## config.mk

```make
export PLATFORM = sky130hd
export DESIGN_NAME = control_change_scanner_flat
export DESIGN_NICKNAME = d
export VERILOG_FILES = /design/src/sv/ccs_pkg.sv /design/src/sv/ccs_sample_if.sv /design/src/sv/ccs_message_if.sv /design/src/sv/ccs_scan_core.sv /design/src/sv/ccs_msg_reg.sv /design/src/sv/control_change_scanner.sv /design/src/flat_wrapper.sv
export SDC_FILE = /design/constraint.sdc
export NUM_CORES = 1
export LEC_CHECK = 0
export ABC_AREA = 1
export BUFFER_PORTS_ARGS = -buffer_cell sky130_fd_sc_hd__buf_2
export CORE_ASPECT_RATIO = 1.1
export CORE_MARGIN = 5
export CORE_UTILIZATION = 44
export CTS_BUF_LIST = sky130_fd_sc_hd__clkbuf_4 sky130_fd_sc_hd__clkbuf_8
export CTS_CLUSTER_DIAMETER = 40
export DETAILED_ROUTE_END_ITERATION = 7
export PLACE_DENSITY = 0.61
export SYNTH_ARGS = -nofsm -noshare
export SYNTH_HDL_FRONTEND = slang
export SYNTH_SLANG_ARGS = --single-unit
```

## constraint.sdc

```tcl
create_clock -name clk -period 10.1 [get_ports clk]
set_clock_uncertainty 0.1 [all_clocks]
set_input_delay 1.01 -clock clk [delete_from_list [all_inputs] [get_ports clk]]
set_output_delay 1.01 -clock clk [all_outputs]
set_load 0.02 [all_outputs]
```

## src/sv/ccs_pkg.sv

```systemverilog
// ----------------------------------------------------------------------------
// ccs_pkg
// Shared types and constants of the control change scanner.
// ----------------------------------------------------------------------------
package ccs_pkg;

  localparam int ANALOG_COUNT  = 8;
  localparam int DIGITAL_COUNT = 32;

  localparam int IDX_W  = 5;
  localparam int AIDX_W = (ANALOG_COUNT > 1) ? $clog2(ANALOG_COUNT) : 1;
  localparam int DIDX_W = (DIGITAL_COUNT > 1) ? $clog2(DIGITAL_COUNT) : 1;

  localparam int SAMPLE_W   = 10;
  localparam int NUM_W      = 7;
  localparam int VAL_W      = 7;
  localparam int CHAN_W     = 5;
  localparam int DEBOUNCE_W = 16;
  localparam int TIME_W     = 32;

  localparam int CFG_IDX_W  = 1;
  localparam int CFG_DATA_W = 16;

  localparam logic [CFG_IDX_W-1:0] CFG_MIDI_CHANNEL = 1'd0;
  localparam logic [CFG_IDX_W-1:0] CFG_DEBOUNCE     = 1'd1;

  localparam logic [CHAN_W-1:0]     CHANNEL_RESET  = 5'd1;
  localparam logic [DEBOUNCE_W-1:0] DEBOUNCE_RESET = 16'd20;

  localparam int              ANALOG_DROP_BITS = 3;
  localparam logic [VAL_W-1:0] FULL_VALUE      = 7'd127;

  localparam logic KIND_ANALOG  = 1'b0;
  localparam logic KIND_DIGITAL = 1'b1;

  typedef enum logic [1:0] {
    MSG_CC       = 2'd0,
    MSG_NOTE_ON  = 2'd1,
    MSG_NOTE_OFF = 2'd2
  } msg_kind_t;

  typedef struct packed {
    logic                input_kind;
    logic [IDX_W-1:0]    input_index;
    logic [SAMPLE_W-1:0] sample;
    logic [NUM_W-1:0]    controller_number;
    logic                digital_style;
    logic [TIME_W-1:0]   now_ms;
  } sample_t;

  typedef struct packed {
    msg_kind_t         message_kind;
    logic [CHAN_W-1:0] channel;
    logic [NUM_W-1:0]  number;
    logic [VAL_W-1:0]  value;
  } message_t;

endpackage

```

## src/sv/ccs_sample_if.sv

```systemverilog
// ----------------------------------------------------------------------------
// ccs_sample_if
// Valid/ready channel carrying one scanned control sample per request.
// ----------------------------------------------------------------------------
interface ccs_sample_if import ccs_pkg::*; ();
  logic    valid;
  logic    ready;
  sample_t data;

  modport source (output valid, output data, input ready);
  modport sink   (input valid, input data, output ready);
endinterface

```

## src/sv/ccs_message_if.sv

```systemverilog
// ----------------------------------------------------------------------------
// ccs_message_if
// Valid/ready channel carrying one outgoing control message per request.
// ----------------------------------------------------------------------------
interface ccs_message_if import ccs_pkg::*; ();
  logic     valid;
  logic     ready;
  message_t data;

  modport source (output valid, output data, input ready);
  modport sink   (input valid, input data, output ready);
endinterface

```

## src/sv/ccs_scan_core.sv

```systemverilog
// ----------------------------------------------------------------------------
// ccs_scan_core
// Per-control state (last analog value, last level, last edge time) and the
// compare logic that decides whether a sample produces a message.
// ----------------------------------------------------------------------------
module ccs_scan_core import ccs_pkg::*; (
  input  logic                  clk,
  input  logic                  rst,
  input  logic                  fire,
  input  sample_t               item,
  input  logic [CHAN_W-1:0]     midi_channel,
  input  logic [DEBOUNCE_W-1:0] debounce_ms,
  output logic                  emit,
  output message_t              msg
);

  logic [VAL_W-1:0]  analog_last [ANALOG_COUNT];
  logic [DIGITAL_COUNT-1:0] digital_last;
  logic [DIGITAL_COUNT-1:0] edge_valid;
  logic [TIME_W-1:0] edge_time [DIGITAL_COUNT];

  logic [AIDX_W-1:0] aidx;
  logic [DIDX_W-1:0] didx;
  logic              analog_in_range;
  logic              digital_in_range;
  logic [VAL_W-1:0]  analog_val;
  logic              analog_change;
  logic              level;
  logic              level_edge;
  logic [TIME_W-1:0] last_time;
  logic [TIME_W-1:0] elapsed;
  logic              edge_pass;
  logic              analog_emit;
  logic              digital_emit;

  always_comb begin
    aidx = item.input_index[AIDX_W-1:0];
    didx = item.input_index[DIDX_W-1:0];
    analog_in_range  = ({1'b0, item.input_index} < (IDX_W+1)'(ANALOG_COUNT));
    digital_in_range = ({1'b0, item.input_index} < (IDX_W+1)'(DIGITAL_COUNT));

    analog_val    = VAL_W'(item.sample >> ANALOG_DROP_BITS);
    analog_change = (analog_val != analog_last[aidx]);

    level      = item.sample[0];
    level_edge = level ^ digital_last[didx];
    // an index that never saw an accepted edge still has time zero
    last_time  = edge_valid[didx] ? edge_time[didx] : '0;
    elapsed    = item.now_ms - last_time;
    edge_pass  = (elapsed > TIME_W'(debounce_ms));

    analog_emit  = (item.input_kind == KIND_ANALOG) && analog_in_range && analog_change;
    digital_emit = (item.input_kind == KIND_DIGITAL) && digital_in_range &&
                   level_edge && edge_pass;
    emit = analog_emit || digital_emit;

    msg.channel = midi_channel;
    msg.number  = item.controller_number;
    if (item.input_kind == KIND_ANALOG) begin
      msg.message_kind = MSG_CC;
      msg.value        = analog_val;
    end else begin
      msg.value = level ? FULL_VALUE : '0;
      if (item.digital_style) begin
        msg.message_kind = level ? MSG_NOTE_ON : MSG_NOTE_OFF;
      end else begin
        msg.message_kind = MSG_CC;
      end
    end
  end

  always_ff @(posedge clk) begin
    if (rst) begin
      for (int i = 0; i < ANALOG_COUNT; i++) begin
        analog_last[i] <= '0;
      end
      digital_last <= '0;
      edge_valid   <= '0;
    end else if (fire) begin
      if (analog_emit) begin
        analog_last[aidx] <= analog_val;
      end
      // level follows the input even when the edge is held off
      if (item.input_kind == KIND_DIGITAL && digital_in_range) begin
        digital_last[didx] <= level;
      end
      if (digital_emit) begin
        edge_valid[didx] <= 1'b1;
      end
    end
  end

  always_ff @(posedge clk) begin
    if (fire && digital_emit) begin
      edge_time[didx] <= item.now_ms;
    end
  end

  a_digital_value: assert property (@(posedge clk) disable iff (rst)
    digital_emit |-> (msg.value == FULL_VALUE || msg.value == '0))
    else $error("digital message value is neither full nor zero");

  a_digital_level: assert property (@(posedge clk) disable iff (rst)
    (fire && digital_emit) |=> (digital_last[$past(didx)] == $past(level)))
    else $error("stored level does not follow accepted edge");

  a_edge_time: assert property (@(posedge clk) disable iff (rst)
    (fire && digital_emit) |=> (edge_valid[$past(didx)] &&
                                edge_time[$past(didx)] == $past(item.now_ms)))
    else $error("edge time not recorded");

endmodule

```

## src/sv/ccs_msg_reg.sv

```systemverilog
// ----------------------------------------------------------------------------
// ccs_msg_reg
// Output register of the message channel; tells the pipeline when it may
// advance.
// ----------------------------------------------------------------------------
module ccs_msg_reg import ccs_pkg::*; (
  input  logic          clk,
  input  logic          rst,
  input  logic          fire,
  input  logic          emit,
  input  message_t      msg,
  output logic          advance,
  ccs_message_if.source messages
);

  logic     out_valid;
  message_t out_msg;

  assign advance        = !out_valid || messages.ready;
  assign messages.valid = out_valid;
  assign messages.data  = out_msg;

  always_ff @(posedge clk) begin
    if (rst) begin
      out_valid <= 1'b0;
    end else if (fire) begin
      out_valid <= emit;
    end else if (messages.ready) begin
      out_valid <= 1'b0;
    end
  end

  always_ff @(posedge clk) begin
    if (fire && emit) begin
      out_msg <= msg;
    end
  end

endmodule

```

## src/sv/control_change_scanner.sv

```systemverilog
// ----------------------------------------------------------------------------
// control_change_scanner
// Turns scanned analog and digital control samples into control change and
// note messages, with per-control change detection and edge debounce.
// ----------------------------------------------------------------------------
// A sample request, once accepted, waits in the input register until the output
// register can take its result. Throughput: one sample per cycle; the state compare
// is combinational between the two registers, and only a stalled message holds.
// Reset: synchronous, active high; all per-control state and both config
// registers reset at once, edge times through their valid bits; no clearing pass.
// ----------------------------------------------------------------------------
module control_change_scanner import ccs_pkg::*; (
  input  logic                  clk,
  input  logic                  rst,
  input  logic                  cfg_write,
  input  logic [CFG_IDX_W-1:0]  cfg_index,
  input  logic [CFG_DATA_W-1:0] cfg_data,
  ccs_sample_if.sink            samples,
  ccs_message_if.source         messages
);

  logic                  s1_valid;
  sample_t               s1_item;
  logic                  advance;
  logic                  fire;
  logic                  emit;
  message_t              msg;
  logic [CHAN_W-1:0]     midi_channel;
  logic [DEBOUNCE_W-1:0] debounce_ms;

  assign fire          = s1_valid && advance;
  assign samples.ready = !s1_valid || advance;

  always_ff @(posedge clk) begin
    if (rst) begin
      midi_channel <= CHANNEL_RESET;
      debounce_ms  <= DEBOUNCE_RESET;
    end else if (cfg_write) begin
      case (cfg_index)
        CFG_MIDI_CHANNEL: midi_channel <= cfg_data[CHAN_W-1:0];
        CFG_DEBOUNCE:     debounce_ms  <= cfg_data[DEBOUNCE_W-1:0];
        default: ;
      endcase
    end
  end

  // input register: hold while the output side stalls
  always_ff @(posedge clk) begin
    if (rst) begin
      s1_valid <= 1'b0;
    end else if (samples.ready) begin
      s1_valid <= samples.valid;
    end
  end

  always_ff @(posedge clk) begin
    if (samples.valid && samples.ready) begin
      s1_item <= samples.data;
    end
  end

  ccs_scan_core u_core (
    .clk          (clk),
    .rst          (rst),
    .fire         (fire),
    .item         (s1_item),
    .midi_channel (midi_channel),
    .debounce_ms  (debounce_ms),
    .emit         (emit),
    .msg          (msg)
  );

  ccs_msg_reg u_out (
    .clk      (clk),
    .rst      (rst),
    .fire     (fire),
    .emit     (emit),
    .msg      (msg),
    .advance  (advance),
    .messages (messages)
  );

  a_ready_only_on_stall: assert property (@(posedge clk) disable iff (rst)
    !samples.ready |-> (s1_valid && messages.valid && !messages.ready))
    else $error("input stalled without a stalled message");

  a_silent_item_clears: assert property (@(posedge clk) disable iff (rst)
    (fire && !emit) |=> !messages.valid)
    else $error("message shown for an item that produced none");

  a_kind_code: assert property (@(posedge clk) disable iff (rst)
    messages.valid |-> (messages.data.message_kind == MSG_CC ||
                        messages.data.message_kind == MSG_NOTE_ON ||
                        messages.data.message_kind == MSG_NOTE_OFF))
    else $error("bad message kind");

endmodule

```

## src/flat_wrapper.sv

```systemverilog
// flat-port wrapper written by rule: the top's interface ports become plain ports
module control_change_scanner_flat import ccs_pkg::*;
  (clk, rst, cfg_write, cfg_index, cfg_data, samples_valid, samples_data, samples_ready, messages_valid, messages_data, messages_ready);
  ccs_sample_if samples_i ();
  ccs_message_if messages_i ();
  input  logic clk;
  input  logic rst;
  input  logic cfg_write;
  input  logic [CFG_IDX_W-1:0] cfg_index;
  input  logic [CFG_DATA_W-1:0] cfg_data;
  input wire logic [$bits(samples_i.valid)-1:0] samples_valid;
  input wire logic [$bits(samples_i.data)-1:0] samples_data;
  output wire logic [$bits(samples_i.ready)-1:0] samples_ready;
  output wire logic [$bits(messages_i.valid)-1:0] messages_valid;
  output wire logic [$bits(messages_i.data)-1:0] messages_data;
  input wire logic [$bits(messages_i.ready)-1:0] messages_ready;
  assign samples_i.valid = samples_valid;
  assign samples_i.data = samples_data;
  assign samples_ready = samples_i.ready;
  assign messages_valid = messages_i.valid;
  assign messages_data = messages_i.data;
  assign messages_i.ready = messages_ready;
  control_change_scanner u_core (.clk(clk), .rst(rst), .cfg_write(cfg_write), .cfg_index(cfg_index), .cfg_data(cfg_data), .samples(samples_i), .messages(messages_i));
endmodule
```

=== Word-level counts from Yosys, hierarchy flattened ===
Memories as Yosys holds them, arrays and structs flattened. A register that Yosys moved wholly into a read port is not among the register bits.
Index checks and enable logic that the tools add are counted.

* $add $sub $neg: 1
* $mul: 0
* Div/mod/pow operators: 0
* $lt $le $gt $ge: 4
* Equality and inequality tests: 1
* Shifts and indexed selects: 0
* Mux-type cells: 26
* Bitwise logic cells: 4
* Reduce and logical (&&, ||, !) cells: 21

{| class="wikitable"
|+ Operator list
! operator !! number
|-
| bitwise mux 32 bit || 1
|-
| greater-than comparator 32 x 16 -> 1 bit || 1
|-
| 2-to-1 mux 32 bit || 1
|-
| OR 32 bit || 1
|-
| subtractor 32 bit || 1
|-
| 2-to-1 mux 7 bit || 3
|-
| 2-to-1 mux 1 bit || 14
|-
| binary-select mux 1 bit (select 5 bit) || 2
|-
| AND reduction 2 bit || 5
|-
| logical AND 1 bit || 9
|-
| != test 7 bit || 1
|-
| OR reduction 7 bit || 1
|-
| < comparator 5 x 6 -> 1 bit, second input constant || 1
|-
| 2-to-1 mux 3 bit || 2
|-
| demux 1 bit (select 5 bit) || 1
|-
| greater-or-equal comparator 5 x 1 -> 1 bit, second input constant || 1
|-
| < comparator 5 x 4 -> 1 bit, second input constant || 1
|-
| 2-to-1 mux 5 bit || 1
|-
| logical OR 1 bit || 3
|-
| zero test 1 bit || 2
|-
| 2-to-1 mux 2 bit || 1
|-
| NOT 1 bit || 2
|-
| nonzero test 2 bit || 1
|-
| bitwise XOR 1 bit || 1
|}

* Flip-flop bits (word level): 164
* Bits in latches: 0
* RAM bits: 1080
* ROM bits: 0
* Input bits: 78
* Output and inout bits: 23
* Memories kept: 2

{| class="wikitable"
|+ Memories
! name !! depth !! bits a word !! rd ports !! clocked after memory_dff !! write ports !! RTL line !! RTL
|-
| u_core.u_core.edge_time || 32 || 32 || 1 || 1 || 1 || ccs_scan_core.sv:20 || <nowiki>logic [TIME_W-1:0] edge_time [DIGITAL_COUNT];</nowiki>
|-
| u_core.u_core.analog_last || 8 || 7 || 1 || 1 || 8 || ccs_scan_core.sv:17 || <nowiki>logic [VAL_W-1:0] analog_last [ANALOG_COUNT];</nowiki>
|}

=== Depth between registers and ports, before layout ===
* Depth after elaboration: 9
* Gate-level depth with buffers: 39
* Depth with buffers taken out: 37

=== By module ===
From an unflattened synthesis, not the netlist that was laid out.

* Cell total of the unflattened synthesis: 3635
* Area total of the unflattened synthesis: 49458.7 sq um

{| class="wikitable"
|+ By module, submodules not included
! module !! times used !! cells each !! area each (sq um)
|-
| ccs_scan_core || 1 || 3440 || 46254.4
|-
| control_change_scanner || 1 || 166 || 2522.4
|-
| ccs_msg_reg || 1 || 29 || 681.9
|}

=== Least setup slack after synthesis ===
OpenSTA, ideal clock, no wires.

* Kind: register to register
* Start point: register (tool-made name)
* End point: memory u_core.u_core.edge_time[0][0] (enable)
* Setup time: 0.387 ns
* Data arrival time: 5.028 ns
* Setup slack: 4.585 ns
* Cell stages (with the launch flop): 36
* Cells stage by stage: dfxtp_1 buf_4 inv_4 buf_2 buf_2 buf_2 clkbuf_1 nor2_1 o221ai_1 nand3_1 nand3_1 nand3_1 ha_1 nand2_1 nand3_1 nand2_1 nand3_1 nand2_1 nand2_1 nand2_1 nand3_1 xor2_1 ha_1 nand2_1 nor4_1 nand2_1 nand2_1 nand2_1 nand3_1 nor2_1 nand3_1 nor3_1 nand2_2 buf_4 nand3_2 inv_1

{| class="wikitable"
|+ RTL lines
! what !! RTL line
|-
| to (decl) || ccs_scan_core.sv:20
|}

=== Worst setup path in the final report ===
* Start point: register u_core.s1_item[50] in the netlist's numbering
* End point: memory u_core.u_core.edge_time[11][27] (enable)

* Word-level cells in the longest chain between the ends: 9

{| class="wikitable"
|+ Ends and longest elaborated chain
! what !! RTL line !! RTL
|-
| from (decl) || control_change_scanner.sv:23 || <nowiki>sample_t s1_item;</nowiki>
|-
| from (signal assigned) || control_change_scanner.sv:58 || <nowiki>s1_item <= samples.data;</nowiki>
|-
| binary-select mux 1 bit (select 5 bit) || ccs_scan_core.sv:48 || <nowiki>last_time = edge_valid[didx] ? edge_time[didx] : '0;</nowiki>
|-
| 2-to-1 mux 1 bit (implied by the code) || ccs_scan_core.sv:48 ||
|-
| 2-to-1 mux 32 bit || ccs_scan_core.sv:48 ||
|-
| subtractor 32 bit || ccs_scan_core.sv:49 || <nowiki>elapsed = item.now_ms - last_time;</nowiki>
|-
| greater-than comparator 32 x 16 -> 1 bit || ccs_scan_core.sv:50 || <nowiki>edge_pass = (elapsed > TIME_W'(debounce_ms));</nowiki>
|-
| logical AND 1 bit || ccs_scan_core.sv:54 || <nowiki>level_edge && edge_pass;</nowiki>
|-
| logical AND 1 bit || ccs_scan_core.sv:94 || <nowiki>if (fire && digital_emit) begin</nowiki>
|-
| 2-to-1 mux 1 bit || ccs_scan_core.sv:94 ||
|-
| 2-to-1 mux 1 bit (implied by the code) || ccs_scan_core.sv:95 || <nowiki>edge_time[didx] <= item.now_ms;</nowiki>
|}

Several ways; a longest one is shown, not always the timed one. The select of a mux whose other input is x is not followed.

==> impl_results.md <==
* Status: finished clean
* Largest cells by area after synthesis: edfxtp_1 (67%), o21ai_0 (5.6%), nor2_1 (5.1%), dfxtp_1 (3.6%), o221ai_1 (3.2%)
* Seq pwr share at 52.5%
* RSZ-0062 raised after global routing: no
* Fillers at around 10000
* CP required at 10.57 ns
* Die area at about 0.12 mm^2
* Sw Ratio at 24.14%
* Die Height at 369.5 um
* Hold crit path type: primary input to flip-flop
* Post-Syn Instances at 4203
* Pins Over Slew Limit at 0
* Global-route wire length before repair at approximately 210000 um
* Fin nets at between 4000 and 5000
* Post-CTS sizing at 0
* GP Congestion at 0.9228
* Worst IR Drop VDD at 0.1328 mV
* Setup TNS at 0 ns
* Register area share after synthesis at 70.65%
* Synth unique cells at 48
* Hpwl dp at 78660 um
* Crit-path max FO at 29
* Cell with the most instances after synthesis: edfxtp_1
* Kind of critical path: flip-flop to flip-flop
* CTS Hold Bufs at 0
* # setup viols final at 0
* Tightest Pin Transition at around 1.2 ns
* Clk slew on worst S/H paths at 0.06 ns
* Clock share of power at about two fifths
* Net Switching at 2.628 mW
* Relative slew slack at 19.42%
* Ports at 101
* CTS tree: done
* Max-cap violations at 0
* Htree depth at 4
* Tot GR Track Use at a little under a quarter
* FFs w/ async S/R, synth at 0%
* Area delta synth->final at 12.00%
* Clock Sink Count at roughly 1200
* Crit. End Element: flip-flop
* Delay-heaviest family, CP: simple AND/OR/NAND/NOR gates
* Vias in the first global route at around 34000
* DR vias at approximately 35000
* Clock root cell: clkbuf_8
* Area leader, netlist: edfxtp_1
* Crit path top cell by count: nand2_1
* Chip Width at 336.8 um
* PwrDens at 188.0 mW/mm^2
* Fin crit period at 8.245 ns
* Top FF cell, synth: edfxtp_1
* Initial DRC Count at 3507
* Crit-path slowest cell: inv_2
* Post-synth top area share at 67.09%
* Pleak at 19.51 nW
* Flops & latches, synth at 1247
* Vias per std cell at 5.736
* Max stage delay on crit path at 0.84 ns
* Synthesized cell area at slightly above 0.05 mm^2
* Antenna violations before repair at 5
* Post-synthesis area per instance at 12.30 um^2
* Buffers from clock root to sink, at most at 3
* Average wire per standard cell at 23.75 um
* Critical Path AT at 8.71 ns
* DR pass1 iterations at 5
* Synth cell count leaders: edfxtp_1 (1155), nor2_1 (706), o21ai_0 (574)
* Internal power at 8.259 mW
* Fmax achieved at 0.1213 GHz
* Port buffer count at 98
* EDFF count, synth at 1155
* Comb pwr share at ~7.7%
* Syn_nets at 4331
* YS warnings at 0
* Starting density of the core at between 40 and 50%
* WHS at roughly 0.17 ns
* Startpoint types: flip-flop
* Fraction of layout cells with a size suffix above 1 at 14.65%
* WL final at between 100000 and 150000 um
* Post-route DRC at 0
* CP bufs+invs at 4
* Largest net degree at the start of global routing at 191
* # rows at 132
* Final cell count without fillers at 6036
* Placed Cells at 5679
* Reg2reg setup slack at between 1.5 and 2 ns
* Core area at ~0.12 mm^2
* CTS buffer count at 197
* Post CTS Setup Buffer Count at 0
* Final period util at a little over 80%
* Clock Latency Late Sink at 0.91 ns
* Final hold violation count at 0
* DRT antenna net count at 0
* Global route overflow at 0
## flip-flops by register name, indices dropped and copies added, names as in the netlist, named ones only
| register | count |
|---|---|
| u_core.u_core.edge_time | 1024 |
| u_core.u_core.analog_last | 56 |
| u_core.s1_item | 54 |
| u_core.u_core.digital_last | 32 |
| u_core.u_core.edge_valid | 32 |
| u_core.u_out.messages.data | 21 |
| u_core.debounce_ms | 16 |
| u_core.midi_channel | 5 |
| u_core.s1_valid | 1 |
| u_core.u_out.messages.valid | 1 |
## routing by layer
layer  global-route usage, %  share of wire (%)  vias up
li1                        -                  -    15803
met1                   30.46                 42    17166
met2                   37.67                 49     1397
met3                   4.033                6.9      255
met4                   7.643                3.0        2
met5                       0              0.013        -
## worst reg2reg max path: cells and delay by family (launching register included)
kind / cells / cell delay (ns)
fa+ha+maj: 2 / 0.60
xor+xnor: 1 / 0.20
flops: 1 / 0.65
buf+inv: 4 / 1.67
compound gates: 2 / 0.42
simple gates: 26 / 4.27
## power by group through the flow
stage | registers, mW | logic (mW) | clock network (mW)
CTS | 5.72 | 0.833 | 4.41
global route | 5.72 | 0.918 | 4.65
floorplan | 5.83 | 0.528 | 0
detailed placement | 5.83 | 0.831 | 0
finish | 5.72 | 0.835 | 4.33
global placement | 5.83 | 0.823 | 0
## placed cells by master (no fill, tap or decap), types with 5 or more instances in the layout
cell type,instances
edfxtp_1,1155
nor2_1,706
o21ai_0,574
nand2_1,321
nand3_1,217
clkbuf_8,210
o221ai_1,190
inv_1,161
buf_2,98
buf_4,98
a21oi_1,95
dfxtp_1,87
clkbuf_4,71
o211ai_1,68
o22ai_1,67
ha_1,49
clkinv_1,39
inv_2,35
a311oi_1,32
a21oi_2,31
nand3_2,30
xor2_1,20
clkinv_2,16
a22oi_1,13
nor3_1,9
nand3_4,8
inv_8,8
buf_12,8
o21bai_1,7
nand4_1,7
bufinv_16,6
clkinvlp_4,5
## cells by family (layout without fill, tap and decap cells)
kind of cell | count (synthesis) | in the layout | synth area share (%)
other cells | 0 | 3 | 0
simple gates | 1316 | 1316 | 10.93
xor+xnor | 22 | 22 | 0.3727
buf+inv | 479 | 768 | 3.776
compound gates | 1089 | 1089 | 13.04
fa+ha+maj | 50 | 50 | 1.225
flops | 1247 | 1247 | 70.65
## cell type report
class / instances / area, um^2 / area share (%)
inverter: 210 / 828.3 / 1.431
tap: 1541 / 1928 / 3.330
sequential: 1247 / 36540 / 63.11
timing repair buffer: 204 / 1386 / 2.394
antenna: 3 / 7.507 / 0.01297
clock buffer: 281 / 3423 / 5.913
multi-input combinational: 2477 / 13220 / 22.83
clock inverter: 73 / 564.3 / 0.9746
## path summary, 6_finish.rpt
path / startpoint / to / cells past startpoint
max: u_core.s1_item[50] / u_core.u_core.edge_time[11][27] / 35
min: samples_data[6] / u_core.s1_item[6] / 1
max reg2reg: u_core.s1_item[50] / u_core.u_core.edge_time[11][27] / 35
min reg2reg: u_core.s1_item[34] / u_core.u_out.messages.data[8] / 0
## stage by stage
stage                     power, mW  instance area (um^2)  utilization, %  setup slack [ns]
after floorplan               6.360                 51700               -             4.585
after global placement        6.649                 53900           45.97             2.021
after detailed placement      6.659                 53900           45.97             2.050
after CTS                     10.96                 57890           49.37             1.973
after global routing          11.29                 57890           49.37             1.527
final                         10.89                 57900           49.37             1.855
Power figures use the tool's default switching activity.
